--- src/rtl/mmbd_pkg.sv ---
// Shared types and constants for the min/max bucket decimator.
// Used by the bucket datapath, the result queue and the top level.
// No dependencies.
package mmbd_pkg;

  // Kind of a result transaction.
  typedef enum logic [1:0] {
    KIND_PASS = 2'd0,
    KIND_MIN  = 2'd1,
    KIND_MAX  = 2'd2
  } kind_t;

  // Configuration register indexes.
  localparam int CFG_IDX_BITS = 2;
  typedef logic [CFG_IDX_BITS-1:0] cfg_idx_t;
  localparam cfg_idx_t REG_SAMPLE_COUNT = 2'd0;
  localparam cfg_idx_t REG_POINT_BUDGET = 2'd1;

  // Reset value of the point budget register.
  localparam int BUDGET_RESET = 10000;

  // Result queue depth and the most results one sample can cause.
  localparam int RESULT_DEPTH = 8;
  localparam int MAX_PUSH     = 2;

endpackage

--- src/rtl/mmbd_div.sv ---
// Restoring divider for the bucket setup: sample count over bucket total.
// One quotient bit per cycle. Depends on nothing outside this file.
module mmbd_div #(
  parameter int COUNT_BITS = 24
) (
  input  logic                  clk,
  input  logic                  rst,
  input  logic                  start,
  input  logic [COUNT_BITS:0]   dividend,
  input  logic [COUNT_BITS-1:0] divisor,
  output logic                  busy,
  output logic                  done,
  output logic [COUNT_BITS:0]   quotient,
  output logic [COUNT_BITS-1:0] remainder
);

  localparam int NW   = COUNT_BITS + 1;
  localparam int CNTW = $clog2(NW + 1);

  logic [NW-1:0]         quo;
  logic [COUNT_BITS-1:0] rem;
  logic [COUNT_BITS-1:0] dvs;
  logic [CNTW-1:0]       steps;
  logic [COUNT_BITS:0]   shifted;
  logic [COUNT_BITS:0]   diff;
  logic                  fits;

  // One trial subtraction per cycle.
  always_comb begin
    shifted = {rem, quo[NW-1]};
    diff    = shifted - {1'b0, dvs};
    fits    = shifted >= {1'b0, dvs};
  end

  // Control: a start reloads the operands and aborts any division in flight.
  always_ff @(posedge clk) begin
    if (rst) begin
      busy  <= 1'b0;
      done  <= 1'b0;
      steps <= '0;
    end else begin
      done <= 1'b0;
      if (start) begin
        busy  <= 1'b1;
        steps <= CNTW'(NW);
      end else if (busy) begin
        steps <= steps - CNTW'(1);
        if (steps == CNTW'(1)) begin
          busy <= 1'b0;
          done <= 1'b1;
        end
      end
    end
  end

  // Datapath: quotient shifts in from the right, remainder stays below the divisor.
  always_ff @(posedge clk) begin
    if (start) begin
      quo <= dividend;
      rem <= '0;
      dvs <= divisor;
    end else if (busy) begin
      quo <= {quo[NW-2:0], fits};
      rem <= fits ? diff[COUNT_BITS-1:0] : shifted[COUNT_BITS-1:0];
    end
  end

  assign quotient  = quo;
  assign remainder = rem;

endmodule

--- src/rtl/mmbd_bucket.sv ---
// Bucket state and result generation: running min/max, position and boundary.
// Uses kind_t from mmbd_pkg; the setup quotient comes from mmbd_div.
module mmbd_bucket
  import mmbd_pkg::*;
#(
  parameter int SAMPLE_BITS = 32,
  parameter int COUNT_BITS  = 24
) (
  input  logic                          clk,
  input  logic                          rst,
  input  logic                          item_valid,
  input  logic signed [SAMPLE_BITS-1:0] item_sample,
  input  logic                          item_gap,
  input  logic                          decimating,
  input  logic [COUNT_BITS:0]           sample_count,
  input  logic [COUNT_BITS-1:0]         bucket_total,
  input  logic                          setup_done,
  input  logic [COUNT_BITS:0]           setup_quotient,
  input  logic [COUNT_BITS-1:0]         setup_remainder,
  output logic                          push_first,
  output logic                          push_second,
  output logic signed [SAMPLE_BITS-1:0] first_value,
  output logic                          first_gap,
  output kind_t                         first_kind,
  output logic                          first_last,
  output logic signed [SAMPLE_BITS-1:0] second_value,
  output logic                          second_gap
);

  localparam int NW = COUNT_BITS + 1;

  logic [NW-1:0]                 position;
  logic [NW-1:0]                 bucket_end;
  logic [COUNT_BITS-1:0]         boundary_rem;
  logic [NW-1:0]                 step_q;
  logic [COUNT_BITS-1:0]         step_r;
  logic signed [SAMPLE_BITS-1:0] running_min;
  logic signed [SAMPLE_BITS-1:0] running_max;
  logic                          seen_valid;

  logic signed [SAMPLE_BITS-1:0] min_next;
  logic signed [SAMPLE_BITS-1:0] max_next;
  logic                          seen_next;
  logic [NW-1:0]                 position_next;
  logic                          bucket_hit;
  logic                          series_end;
  logic [COUNT_BITS:0]           rem_sum;
  logic                          rem_carry;
  logic [COUNT_BITS-1:0]         boundary_rem_next;
  logic [NW-1:0]                 bucket_end_next;

  // Fold the current sample into the running extremes; gaps are skipped.
  always_comb begin
    min_next  = running_min;
    max_next  = running_max;
    if (!item_gap && (!seen_valid || item_sample < running_min)) begin
      min_next = item_sample;
    end
    if (!item_gap && (!seen_valid || running_max < item_sample)) begin
      max_next = item_sample;
    end
    seen_next = seen_valid | ~item_gap;
  end

  // Position and next boundary: quotient plus a carry from the remainder sum.
  always_comb begin
    position_next     = position + NW'(1);
    bucket_hit        = position_next >= bucket_end;
    series_end        = position_next >= sample_count;
    rem_sum           = {1'b0, boundary_rem} + {1'b0, step_r};
    rem_carry         = rem_sum >= {1'b0, bucket_total};
    boundary_rem_next = rem_carry ? COUNT_BITS'(rem_sum - {1'b0, bucket_total})
                                  : rem_sum[COUNT_BITS-1:0];
    bucket_end_next   = bucket_end + step_q + NW'(rem_carry);
  end

  // Result transactions for this sample.
  always_comb begin
    push_first   = item_valid && (!decimating || bucket_hit);
    push_second  = item_valid && decimating && bucket_hit;
    second_value = seen_next ? max_next : '0;
    second_gap   = ~seen_next;
    if (!decimating) begin
      first_value = item_gap ? '0 : item_sample;
      first_gap   = item_gap;
      first_kind  = KIND_PASS;
      first_last  = 1'b1;
    end else begin
      first_value = seen_next ? min_next : '0;
      first_gap   = ~seen_next;
      first_kind  = KIND_MIN;
      first_last  = 1'b0;
    end
  end

  // State update; a finished setup restarts the series.
  always_ff @(posedge clk) begin
    if (rst) begin
      position     <= '0;
      bucket_end   <= '0;
      boundary_rem <= '0;
      step_q       <= '0;
      step_r       <= '0;
      seen_valid   <= 1'b0;
    end else if (setup_done) begin
      position     <= '0;
      bucket_end   <= setup_quotient;
      boundary_rem <= setup_remainder;
      step_q       <= setup_quotient;
      step_r       <= setup_remainder;
      seen_valid   <= 1'b0;
    end else if (item_valid && decimating) begin
      if (bucket_hit) begin
        seen_valid <= 1'b0;
        if (series_end) begin
          position     <= '0;
          bucket_end   <= step_q;
          boundary_rem <= step_r;
        end else begin
          position     <= position_next;
          bucket_end   <= bucket_end_next;
          boundary_rem <= boundary_rem_next;
        end
      end else begin
        seen_valid <= seen_next;
        position   <= position_next;
      end
    end
  end

  // Extremes are only read while seen_valid is set.
  always_ff @(posedge clk) begin
    if (item_valid && decimating && !bucket_hit) begin
      running_min <= min_next;
      running_max <= max_next;
    end
  end

endmodule

--- src/rtl/mmbd_fifo.sv ---
// Result queue: takes up to two entries per cycle, hands out one.
// Uses RESULT_DEPTH from mmbd_pkg.
module mmbd_fifo
  import mmbd_pkg::*;
#(
  parameter int WIDTH = 36
) (
  input  logic                            clk,
  input  logic                            rst,
  input  logic                            push_first,
  input  logic                            push_second,
  input  logic [WIDTH-1:0]                first_data,
  input  logic [WIDTH-1:0]                second_data,
  input  logic                            rd_take,
  output logic                            rd_valid,
  output logic [WIDTH-1:0]                rd_data,
  output logic [$clog2(RESULT_DEPTH):0]   count
);

  localparam int AW = $clog2(RESULT_DEPTH);

  logic [WIDTH-1:0] entries [RESULT_DEPTH];
  logic [AW-1:0]    wr_ptr;
  logic [AW-1:0]    rd_ptr;
  logic             pop;

  assign rd_valid = count != '0;
  assign rd_data  = entries[rd_ptr];
  assign pop      = rd_valid && rd_take;

  // Storage; the second entry lands right after the first.
  always_ff @(posedge clk) begin
    if (push_first) begin
      entries[wr_ptr] <= first_data;
    end
    if (push_second) begin
      entries[wr_ptr + AW'(1)] <= second_data;
    end
  end

  // Pointers and fill count.
  always_ff @(posedge clk) begin
    if (rst) begin
      wr_ptr <= '0;
      rd_ptr <= '0;
      count  <= '0;
    end else begin
      wr_ptr <= wr_ptr + AW'(push_first) + AW'(push_second);
      rd_ptr <= rd_ptr + AW'(pop);
      count  <= count + (AW + 1)'(push_first) + (AW + 1)'(push_second)
                - (AW + 1)'(pop);
    end
  end

endmodule

--- src/rtl/min_max_bucket_decimator_core.sv ---
// Channel   Direction  Signals                              Transaction when
// input     in         in_valid, in_stall, sample, is_gap   in_valid && !in_stall
// result    out        out_valid, out_stall, value,         out_valid && !out_stall
//                      value_gap, kind, last
// config    in         cfg_wr, cfg_idx, cfg_data            cfg_wr
//
// One sample is taken per cycle while in_stall is low; its results go from the input register into the queue.
// A bucket end gives two results, but every bucket holds at least two samples,
// so the one-per-cycle output keeps pace; the eight-entry queue absorbs bursts.
// A register write runs a bit-serial division for the bucket step, with in_stall
// high until it is done. Synchronous reset loads the empty-series setup at once.
// Top level of the min/max bucket decimator; uses mmbd_pkg, mmbd_div,
// mmbd_bucket and mmbd_fifo.
module min_max_bucket_decimator_core
  import mmbd_pkg::*;
#(
  parameter int SAMPLE_BITS = 32,
  parameter int COUNT_BITS  = 24
) (
  input  logic                          clk,
  input  logic                          rst,
  input  logic                          in_valid,
  output logic                          in_stall,
  input  logic signed [SAMPLE_BITS-1:0] sample,
  input  logic                          is_gap,
  output logic                          out_valid,
  input  logic                          out_stall,
  output logic signed [SAMPLE_BITS-1:0] value,
  output logic                          value_gap,
  output logic [1:0]                    kind,
  output logic                          last,
  input  logic                          cfg_wr,
  input  cfg_idx_t                      cfg_idx,
  input  logic [COUNT_BITS:0]           cfg_data
);

  localparam int NW  = COUNT_BITS + 1;
  localparam int EW  = SAMPLE_BITS + 4;
  localparam int CW  = $clog2(RESULT_DEPTH) + 1;

  logic [NW-1:0]                 sample_count;
  logic [COUNT_BITS-1:0]         point_budget;
  logic                          setup_start;
  logic                          decimating;
  logic [COUNT_BITS-1:0]         bucket_total;
  logic                          div_busy;
  logic                          div_done;
  logic [NW-1:0]                 div_quotient;
  logic [COUNT_BITS-1:0]         div_remainder;

  logic                          in_held;
  logic signed [SAMPLE_BITS-1:0] in_sample;
  logic                          in_gap;
  logic                          accept;

  logic                          push_first;
  logic                          push_second;
  logic signed [SAMPLE_BITS-1:0] first_value;
  logic                          first_gap;
  kind_t                         first_kind;
  logic                          first_last;
  logic signed [SAMPLE_BITS-1:0] second_value;
  logic                          second_gap;
  logic [EW-1:0]                 first_entry;
  logic [EW-1:0]                 second_entry;
  logic [EW-1:0]                 head_entry;
  logic [CW-1:0]                 queue_count;
  logic [CW:0]                   queue_claim;

  // Configuration registers; a write to either register restarts the bucket setup.
  always_ff @(posedge clk) begin
    if (rst) begin
      sample_count <= '0;
      point_budget <= COUNT_BITS'(BUDGET_RESET);
      setup_start  <= 1'b0;
    end else begin
      setup_start <= 1'b0;
      if (cfg_wr) begin
        case (cfg_idx)
          REG_SAMPLE_COUNT: begin
            sample_count <= cfg_data;
            setup_start  <= 1'b1;
          end
          REG_POINT_BUDGET: begin
            point_budget <= cfg_data[COUNT_BITS-1:0];
            setup_start  <= 1'b1;
          end
          default: begin
          end
        endcase
      end
    end
  end

  // Mode decision, registered off the configuration.
  always_ff @(posedge clk) begin
    if (rst) begin
      decimating <= 1'b0;
    end else begin
      decimating <= (point_budget != '0) && (sample_count > {1'b0, point_budget});
    end
  end

  // Number of buckets: half the budget, at least one.
  assign bucket_total = (point_budget[COUNT_BITS-1:1] == '0) ? COUNT_BITS'(1)
                                                            : {1'b0, point_budget[COUNT_BITS-1:1]};

  mmbd_div #(
    .COUNT_BITS(COUNT_BITS)
  ) u_div (
    .clk      (clk),
    .rst      (rst),
    .start    (setup_start),
    .dividend (sample_count),
    .divisor  (bucket_total),
    .busy     (div_busy),
    .done     (div_done),
    .quotient (div_quotient),
    .remainder(div_remainder)
  );

  // Input flow control: hold off during setup and when the queue could overflow.
  assign queue_claim = {1'b0, queue_count} + (in_held ? (CW + 1)'(MAX_PUSH) : '0);
  assign in_stall    = rst || setup_start || div_busy
                       || (queue_claim > (CW + 1)'(RESULT_DEPTH - MAX_PUSH));
  assign accept      = in_valid && !in_stall;

  // Input register.
  always_ff @(posedge clk) begin
    if (rst) begin
      in_held <= 1'b0;
    end else begin
      in_held <= accept;
    end
  end

  always_ff @(posedge clk) begin
    if (accept) begin
      in_sample <= sample;
      in_gap    <= is_gap;
    end
  end

  mmbd_bucket #(
    .SAMPLE_BITS(SAMPLE_BITS),
    .COUNT_BITS (COUNT_BITS)
  ) u_bucket (
    .clk            (clk),
    .rst            (rst),
    .item_valid     (in_held),
    .item_sample    (in_sample),
    .item_gap       (in_gap),
    .decimating     (decimating),
    .sample_count   (sample_count),
    .bucket_total   (bucket_total),
    .setup_done     (div_done),
    .setup_quotient (div_quotient),
    .setup_remainder(div_remainder),
    .push_first     (push_first),
    .push_second    (push_second),
    .first_value    (first_value),
    .first_gap      (first_gap),
    .first_kind     (first_kind),
    .first_last     (first_last),
    .second_value   (second_value),
    .second_gap     (second_gap)
  );

  // Queue entries: value, gap flag, kind, last.
  assign first_entry  = {first_value, first_gap, first_kind, first_last};
  assign second_entry = {second_value, second_gap, KIND_MAX, 1'b1};

  mmbd_fifo #(
    .WIDTH(EW)
  ) u_fifo (
    .clk        (clk),
    .rst        (rst),
    .push_first (push_first),
    .push_second(push_second),
    .first_data (first_entry),
    .second_data(second_entry),
    .rd_take    (!out_stall),
    .rd_valid   (out_valid),
    .rd_data    (head_entry),
    .count      (queue_count)
  );

  assign value     = head_entry[EW-1 -: SAMPLE_BITS];
  assign value_gap = head_entry[3];
  assign kind      = head_entry[2:1];
  assign last      = head_entry[0];

  // The queue never holds more than its depth.
  a_queue_bound: assert property (@(posedge clk) disable iff (rst)
    queue_count <= CW'(RESULT_DEPTH))
    else $error("result queue overflow");

  // A bucket minimum that leaves is followed at once by its maximum.
  a_min_then_max: assert property (@(posedge clk) disable iff (rst)
    (out_valid && !out_stall && kind == KIND_MIN) |=> (out_valid && kind == KIND_MAX))
    else $error("bucket maximum does not follow its minimum");

  // Only a bucket minimum is not the last result of its sample.
  a_last_flag: assert property (@(posedge clk) disable iff (rst)
    out_valid |-> (last == (kind != KIND_MIN)))
    else $error("last flag does not match result kind");

endmodule

--- config.mk ---
export PLATFORM = sky130hd
export DESIGN_NAME = min_max_bucket_decimator_core
export DESIGN_NICKNAME = d
export VERILOG_FILES = /design/src/rtl/mmbd_pkg.sv /design/src/rtl/mmbd_div.sv /design/src/rtl/mmbd_bucket.sv /design/src/rtl/mmbd_fifo.sv /design/src/rtl/min_max_bucket_decimator_core.sv
export SDC_FILE = /design/constraint.sdc
export NUM_CORES = 1
export LEC_CHECK = 0
export ABC_AREA = 1
export ABC_CLOCK_PERIOD_IN_PS = 6000
export BUFFER_PORTS_ARGS = -buffer_cell sky130_fd_sc_hd__buf_2
export CAP_MARGIN = 20
export CORE_ASPECT_RATIO = 1.25
export CORE_MARGIN = 1.5
export CORE_UTILIZATION = 39
export CTS_BUF_LIST = sky130_fd_sc_hd__clkbuf_16
export DETAILED_ROUTE_END_ITERATION = 12
export SYNTH_ARGS = -nofsm -noshare
export SYNTH_HDL_FRONTEND = slang
export SYNTH_SLANG_ARGS = --single-unit
--- constraint.sdc ---
create_clock -name clk -period 6 [get_ports clk]
set_input_delay 1.2 -clock clk [delete_from_list [all_inputs] [get_ports clk]]
set_output_delay 1.2 -clock clk [all_outputs]
set_load 0.02 [all_outputs]
# --- After elaboration in Yosys (flattened, before gate mapping) ---
# Memory sizes are Yosys's and may differ from the RTL's. A register that Yosys moved wholly into a read port is not among the register bits.
# Index checks and enable logic that the tools add are counted.
word_totals:
  out_inout_bits: 38
  memories: 1
  elab_cells: 130
  in_bits: 65
  ff_bits: 363
  latchBits: 0
  ramBits: 288
  rom_bits: 0
op_classes:
  order_cmp: 8
  div_mod_pow: 0
  mul: 0
  shift: 0
  n_mux: 38
  n_bitwise: 5
  eq_ne: 2
  n_addsub: 15
  n_reduce_logical: 36
mem_list:
  columns: ["memory", "depth", "word_bits", "rd", "rd_clocked_by_memory_dff", "wr", "line_no", "source"]
  rows:
  - ["u_fifo.entries", 8, 36, 1, 1, 2, "mmbd_fifo.sv:22", "logic [WIDTH-1:0] entries [RESULT_DEPTH];"]
op_table:
  columns: ["operator", "n"]
  rows:
  - ["two-way mux 25 bit", 8]
  - ["two-way mux 32 bit", 6]
  - ["two-way mux 24 bit", 6]
  - ["< comparator 32 bit", 2]
  - [">= comparator 25 bit", 2]
  - ["adder 24 x 24 -> 25 bit", 1]
  - ["adder 25 x 1 -> 25 bit", 1]
  - ["adder 25 x 1 -> 25 bit (second input constant)", 1]
  - ["adder 25 bit", 1]
  - [">= comparator 25 x 23 -> 1 bit", 1]
  - [">= comparator 25 x 24 -> 1 bit", 1]
  - ["> comparator 25 x 24 -> 1 bit", 1]
  - ["nonzero test 24 bit", 1]
  - ["subtractor 24 x 23 -> 24 bit", 1]
  - ["subtractor 24 bit", 1]
  - ["logical NOT 23 bit", 1]
  - ["two-way mux 23 bit", 1]
  - ["two-way mux 1 bit", 13]
  - ["two-way mux 5 bit", 2]
  - ["adder 3 x 1 -> 3 bit", 3]
  - ["logical AND 1 bit", 9]
  - ["adder 4 x 1 -> 4 bit", 2]
  - ["OR reduction 2 bit", 4]
  - ["logical NOT 1 bit", 6]
  - ["17 further kinds", 29]

# --- Logic depth before layout (Yosys ltp) ---
logic_depth:
  ltp_word: 8
  depth_mapped: 38
  depth_no_buf: 38

# --- Hierarchy ---
# A second synthesis with hierarchy kept.
hier_totals:
  hier_cells: 6044
  hier_area_um2: 43483.0
modules_own_cells:
  columns: ["mod", "area_per_inst_um2", "seq_area_each_um2", "instances", "cells_per_inst"]
  rows:
  - ["mmbd_fifo", 18161.2, 8848.5, 1, 2394]
  - ["mmbd_bucket", 16480.8, 4404.2, 1, 2515]
  - ["mmbd_div", 5168.7, 2092.0, 1, 731]
  - ["min_max_bucket_decimator_core", 3672.3, 2031.9, 1, 404]

# --- Worst setup path after synthesis ---
# No wires, ideal clock.
synth_path:
  kind: "register to register"
  startpoint: "reg u_bucket.position[0]"
  endpoint: "reg u_bucket.running_max[0] (enable)"
  synth_period_minus_slack_ns: 5.776
  path_stages_with_launch: 18
  setup_ns: 0.486
  arrival_time_ns: 5.290
  setup_slack_ns: 0.224
  required_time_ns: 5.514
  path_buffers: 0
  path_cell_list: "dfxtp_1 ha_1 nand4_1 nor2_2 nand3_1 nor3_2 nand2_1 nor2_1 xnor2_1 clkinv_1 ha_1 nand2_2 nor2_1 nand2_1 o211ai_1 a21oi_2 nand3_2 nor2_1"
synth_via:
  elab_chain_cells: 4
synth_lines:
  columns: ["item", "line_no", "source"]
  rows:
  - ["start: declaration", "mmbd_bucket.sv:32", "logic [NW-1:0] position;"]
  - ["start signal: assignment", "mmbd_bucket.sv:120", "position <= position_next;"]
  - ["start signal: assignment", "mmbd_bucket.sv:126", "position <= position_next;"]
  - ["adder 25 x 1 -> 25 bit", "mmbd_bucket.sv:67", "position_next = position + NW'(1);"]
  - [">= comparator 25 bit", "mmbd_bucket.sv:68", "bucket_hit = position_next >= bucket_end;"]
  - ["logical NOT 1 bit", "mmbd_bucket.sv:133", "if (item_valid && decimating && !bucket_hit) begin"]
  - ["logical AND 1 bit", "mmbd_bucket.sv:133", null]
  - ["end signal: assignment", "mmbd_bucket.sv:135", "running_max <= max_next;"]
  - ["end: declaration", "mmbd_bucket.sv:38", "logic signed [SAMPLE_BITS-1:0] running_max;"]
# No other way between the ends.
# A chain may end at the register's enable or synchronous reset.

# --- Worst setup path after layout ---
layout_path:
  startpoint: "reg u_bucket.step_r[0]"
  endpoint: "reg u_bucket.bucket_end[20]"
layout_via:
  elab_chain_cells: 7
layout_lines:
  columns: ["item", "line_no", "source"]
  rows:
  - ["start: declaration", "mmbd_bucket.sv:36", "logic [COUNT_BITS-1:0] step_r;"]
  - ["start signal: assignment", "mmbd_bucket.sv:110", "step_r <= setup_remainder;"]
  - ["adder 24 x 24 -> 25 bit", "mmbd_bucket.sv:70", "rem_sum = {1'b0, boundary_rem} + {1'b0, step_r};"]
  - [">= comparator 25 x 23 -> 1 bit", "mmbd_bucket.sv:71", "rem_carry = rem_sum >= {1'b0, bucket_total};"]
  - ["adder 25 x 1 -> 25 bit", "mmbd_bucket.sv:74", "bucket_end_next = bucket_end + step_q + NW'(rem_carry);"]
  - ["two-way mux 25 bit", "mmbd_bucket.sv:115", "if (series_end) begin"]
  - ["two-way mux 25 bit", "mmbd_bucket.sv:113", "if (bucket_hit) begin"]
  - ["two-way mux 25 bit", "mmbd_bucket.sv:112", "end else if (item_valid && decimating) begin"]
  - ["two-way mux 25 bit", "mmbd_bucket.sv:105", "end else if (setup_done) begin"]
  - ["end signal: assignment", "mmbd_bucket.sv:107", "bucket_end <= setup_quotient;"]
  - ["end signal: assignment", "mmbd_bucket.sv:117", "bucket_end <= step_q;"]
  - ["end signal: assignment", "mmbd_bucket.sv:121", "bucket_end <= bucket_end_next;"]
  - ["end: declaration", "mmbd_bucket.sv:33", "logic [NW-1:0] bucket_end;"]
# No other way between the ends. The select of a mux whose other input is x is not followed.

==> impl_table.tex <==
\begin{tabular}{lr}
\hline
Metric & Value \\
\hline
\multicolumn{2}{l}{\textbf{Status}} \\
\quad Run status & complete, no violations \\
\multicolumn{2}{l}{\textbf{Power}} \\
\quad Standby leakage power & about 20 nW \\
\quad Proportion of power drawn by combinational gates & around a quarter \\
\quad Internal & 8.784 mW \\
\quad Cell Pwr Density & 304.7 mW/mm\^{}2 \\
\quad Worst supply voltage drop on vdd & $\sim$0.00021 V \\
\quad Reported net switching power & 4.824 mW \\
\quad Net switching share of the total power & between 30\% and 40\% \\
\quad Sequential cell fraction of total power & roughly two fifths \\
\quad Clock network fraction of design power & 34.4\% \\
\multicolumn{2}{l}{\textbf{Timing}} \\
\quad Number of pins with negative max-slew slack in the final report & 0 \\
\quad Shortest period the worst path allows & approximately 5600 ps \\
\quad Pin slew with the least headroom to its limit & between 1000 and 1500 ps \\
\quad Final period util & around 94\% \\
\quad Aggregate negative setup slack & 0 ps \\
\quad Final setup violation count & 0 \\
\quad Headroom to the max-slew limit & between 20\% and 30\% \\
\quad Max Fclk & 178.0 MHz \\
\quad Final Hold Fails & 0 \\
\quad Worst clock skew on the final layout & around 25 ps \\
\quad Setup WS post-layout & approximately 380 ps \\
\multicolumn{2}{l}{\textbf{Synth}} \\
\quad Primary FF master, synth & sky130\_fd\_sc\_hd\_\_edfxtp\_1 \\
\quad Top cells by area in the synthesized netlist & sky130\_fd\_sc\_hd\_\_edfxtp\_1, sky130\_fd\_sc\_hd\_\_nand2\_1, sky130\_fd\_sc\_hd\_\_dfxtp\_1 \\
\quad Cell accounting for the most synthesized area & sky130\_fd\_sc\_hd\_\_edfxtp\_1 \\
\quad Library cells used by synthesis & between 60 and 70 \\
\quad Post-synth net total & 5507 \\
\quad Number of enable-type register cells in the synthesized netlist & between 400 and 500 \\
\quad Avg Synthesized Cell Area & 7.823 sq um \\
\quad Synthesis Warnings & 0 \\
\quad Top-area cell type share of the netlist area & between 30\% and 40\% \\
\quad Share of flip-flops with an asynchronous set or reset & 0\% \\
\quad Synthesized instance count & between 5000 and 6000 \\
\quad Part of the Yosys area used for sequential elements & $\sim$42\% \\
\quad Mapped cell area & a little over 0.04 sq mm \\
\quad Synth Register Bits & 650 \\
\multicolumn{2}{l}{\textbf{Final layout}} \\
\quad Area of all sequential standard cells & 0.01711 sq mm \\
\quad Fraction of final layout cells with drive strength greater than 1 & between 7 and 8\% \\
\quad Number of fillers in the final layout & approximately 10000 \\
\quad Commonest cells after routing, fill and taps aside & sky130\_fd\_sc\_hd\_\_nand2\_1, sky130\_fd\_sc\_hd\_\_inv\_1, sky130\_fd\_sc\_hd\_\_nor2\_1, sky130\_fd\_sc\_hd\_\_edfxtp\_1, sky130\_fd\_sc\_hd\_\_a21oi\_1 \\
\quad Final Core Density & 43.19\% \\
\quad Growth of design area from synthesis to finish & 9.964\% \\
\quad Most common cell after layout, fill and taps aside & sky130\_fd\_sc\_hd\_\_nand2\_1 \\
\quad Final Instance Count excl. Fillers & about 6600 \\
\quad Number of nets at the end of the flow & around 5500 \\
\quad Combined area of the multi-input logic cells & around 0.020 sq mm \\
\multicolumn{2}{l}{\textbf{Route}} \\
\quad Number of DRC markers after the initial detailed-route iteration & 3115 \\
\quad Vias/cell & between 5 and 6 \\
\quad Routed length per placed instance & $\sim$20 um \\
\quad Final Routed Wirelength & 134100 um \\
\quad DRC violation count after routing & 0 \\
\quad Antenna Nets Post-Route & 0 \\
\quad Number of iterations in the first detailed-routing pass & 5 \\
\quad Overall via count from detail\_route & 36320 \\
\multicolumn{2}{l}{\textbf{Clocking}} \\
\quad CTS tree & done \\
\quad Number of buffers between clock root and the deepest sink & 3 \\
\quad Clock network latency to the later pin of the worst-skew pair & 640 ps \\
\quad Clock slew at the register clock pins of the worst setup and hold paths & roughly 60 ps \\
\quad Clock Root Buffer & sky130\_fd\_sc\_hd\_\_clkbuf\_16 \\
\quad Total clock sinks & 650 \\
\quad Number of levels in the clock H-tree & 3 \\
\quad CTS buffer count & 75 \\
\quad Hold buffers post-CTS & 0 \\
\multicolumn{2}{l}{\textbf{Global routing}} \\
\quad Pin count of the biggest net entering global routing & 103 \\
\quad Number of global-route vias before repair & 34960 \\
\quad Overall routing resource usage & 24.85\% \\
\quad GRT overflow & 0 \\
\quad Number of antenna violations at the first check in global routing & 3 \\
\quad Wire length of the first global-routing pass & just over 200000 um \\
\multicolumn{2}{l}{\textbf{Placement}} \\
\quad Number of buffer cells added on primary ports & between 100 and 150 \\
\quad Place WS & about 62 ps \\
\quad Placed cells & between 6000 and 7000 \\
\quad HPWL Detailed & 89830 um \\
\quad Routability Congestion & approximately 0.91 \\
\multicolumn{2}{l}{\textbf{Critical path}} \\
\quad CP most frequent cell & sky130\_fd\_sc\_hd\_\_nand2\_1 \\
\quad CP Data Arrival Time & around 6200 ps \\
\quad Kind of end point of the critical path & flop \\
\quad R2R setup slack & 380 ps \\
\quad Endpoint required time on the critical path & between 6000 and 7000 ps \\
\quad Startpoint kind of the worst setup timing path & flop \\
\quad Critical-path cell with the highest stage delay & sky130\_fd\_sc\_hd\_\_fa\_1 \\
\quad Max FO, Critical Path & 4 \\
\quad Worst reg2reg startpoint & u\_bucket.step\_r[0] \\
\quad Stage delay of the slowest cell on the critical path & between 400 and 500 ps \\
\quad Path type of the worst setup path & flop to flop \\
\quad R2R depth & 35 \\
\quad Crit path launch & u\_bucket.step\_r[0] \\
\multicolumn{2}{l}{\textbf{Hold path}} \\
\quad Hold Path Depth & 2 \\
\quad HP Start & u\_fifo.entries[0][2] \\
\quad Type of the worst min-delay path & flop to flop \\
\multicolumn{2}{l}{\textbf{Die}} \\
\quad Die area & 0.1061 sq mm \\
\quad I/O Pins & 103 \\
\quad Std-Cell Core Area & a little over 0.1 sq mm \\
\quad Vertical die dimension & 363.8 um \\
\quad Number of cell rows & $\sim$130 \\
\quad Effective utilization at floorplan & about 39\% \\
\quad DIE WIDTH & approximately 290 um \\
\multicolumn{2}{l}{\textbf{Job}} \\
\quad Max Cap Violations & 0 \\
\hline
\end{tabular}
worst max-delay path, delay by kind of cell, from the launching register on:
| family | cells | cell delay (ps) |
|---|---|---|
| simple gates | 22 | 2260 |
| fa+ha+maj | 5 | 1870 |
| compound gates | 4 | 650 |
| flops | 1 | 330 |
| buf+inv | 3 | 220 |
| xor+xnor | 1 | 220 |
cells by family (layout without fill, tap and decap cells):
group | Yosys count | count (layout) | synth area share, %
AOI/OAI and AO/OA | 896 | 896 | 12.19
xor gates and xnor gates | 94 | 94 | 2.027
adders and majority gates | 251 | 251 | 7.881
buffers and inverters | 738 | 785 | 7.795
DFF | 650 | 650 | 42.12
other | 0 | 1 | 0
and+or+nand+nor | 2562 | 2562 | 27.98
metal layers:
metal | wire (um) | vias up | track usage [%]
met5 | 28 | - | 0
met4 | 5338 | 4 | 10.03
li1 | - | 17660 | -
met2 | 64100 | 1283 | 42.70
met1 | 55550 | 17080 | 31.34
met3 | 9085 | 293 | 3.487
flip-flops by register name (all words and copies together) (netlist names), 4 cells and up:
| register | count |
|---|---|
| u_div.quotient | 25 |
| u_bucket.boundary_rem | 24 |
| sample_count | 25 |
| in_sample | 32 |
| u_div.steps | 5 |
| u_bucket.step_r | 24 |
| u_bucket.running_min | 32 |
| u_bucket.running_max | 32 |
| u_bucket.bucket_end | 25 |
| u_div.dvs | 23 |
| u_bucket.position | 25 |
| u_div.remainder | 24 |
| u_bucket.step_q | 25 |
| u_fifo.entries | 288 |
| u_fifo.count | 4 |
| point_budget | 24 |
power by group through the flow:
stage               Clock (mW)  Sequential [mW]  Combinational, mW
floorplan                    0             5.23               2.58
global placement             0             5.39               3.56
detailed placement           0             5.39               3.59
CTS                       4.75             5.30               3.61
global route              4.92             5.33               4.03
finish                    4.68             5.30               3.63
area by class of cell:
cell class,count,share of cell area [%]
inverter,471,3.976
clock inverter,57,1.154
clock buffer,78,4.371
tap,1340,3.754
sequential,650,38.32
multi-input combinational,3803,45.76
timing repair buffer,179,2.656
antenna,1,0.005604
Yosys cell counts (6+ instances only):
cell type	instances
sky130_fd_sc_hd__o22ai_1	57
sky130_fd_sc_hd__clkbuf_8	10
sky130_fd_sc_hd__clkinv_1	6
sky130_fd_sc_hd__nand3_2	15
sky130_fd_sc_hd__o21ai_1	10
sky130_fd_sc_hd__xor2_1	50
sky130_fd_sc_hd__inv_1	461
sky130_fd_sc_hd__nand4_1	311
sky130_fd_sc_hd__xnor2_1	44
sky130_fd_sc_hd__o21ai_0	314
sky130_fd_sc_hd__a21o_1	14
sky130_fd_sc_hd__nor2_4	9
sky130_fd_sc_hd__a21boi_0	23
sky130_fd_sc_hd__fa_1	8
sky130_fd_sc_hd__nand3b_1	15
sky130_fd_sc_hd__a21oi_1	337
sky130_fd_sc_hd__buf_4	21
sky130_fd_sc_hd__nand3_1	226
sky130_fd_sc_hd__o211ai_1	39
sky130_fd_sc_hd__buf_2	41
sky130_fd_sc_hd__o21a_1	18
sky130_fd_sc_hd__dfxtp_1	241
sky130_fd_sc_hd__nand2_2	37
sky130_fd_sc_hd__clkbuf_1	160
sky130_fd_sc_hd__a31oi_1	52
sky130_fd_sc_hd__nand2_1	1392
sky130_fd_sc_hd__nor4_1	16
sky130_fd_sc_hd__buf_1	13
sky130_fd_sc_hd__edfxtp_1	409
sky130_fd_sc_hd__nor2_1	424
sky130_fd_sc_hd__o21bai_1	13
sky130_fd_sc_hd__and2_1	66
sky130_fd_sc_hd__nor3_1	29
sky130_fd_sc_hd__ha_1	243
sky130_fd_sc_hd__buf_6	21
repair_timing:
item | in CTS | in global routing
gates resized for setup | 0 | 10
endpoints found under the setup margin | 0 | 7
setup buffers | 0 | 1
worst paths after layout:
path / to
setup reg to reg: u_bucket.bucket_end[20]
hold reg to reg: u_fifo.entries[0][2]
setup / recovery: u_bucket.bucket_end[20]
hold / removal: u_fifo.entries[0][2]
metrics by stage:
step / hold WS [ps] / total power, mW / area, sq um
floorplan: 413.6 / 7.819 / 40610
global placement: 423.6 / 8.954 / 42100
detailed placement: 432.2 / 8.984 / 42120
CTS: 448.2 / 13.65 / 44580
global route: 462.2 / 14.27 / 44660
finish: 441.6 / 13.61 / 44660
No activity file was read; power rests on OpenSTA's default activity.
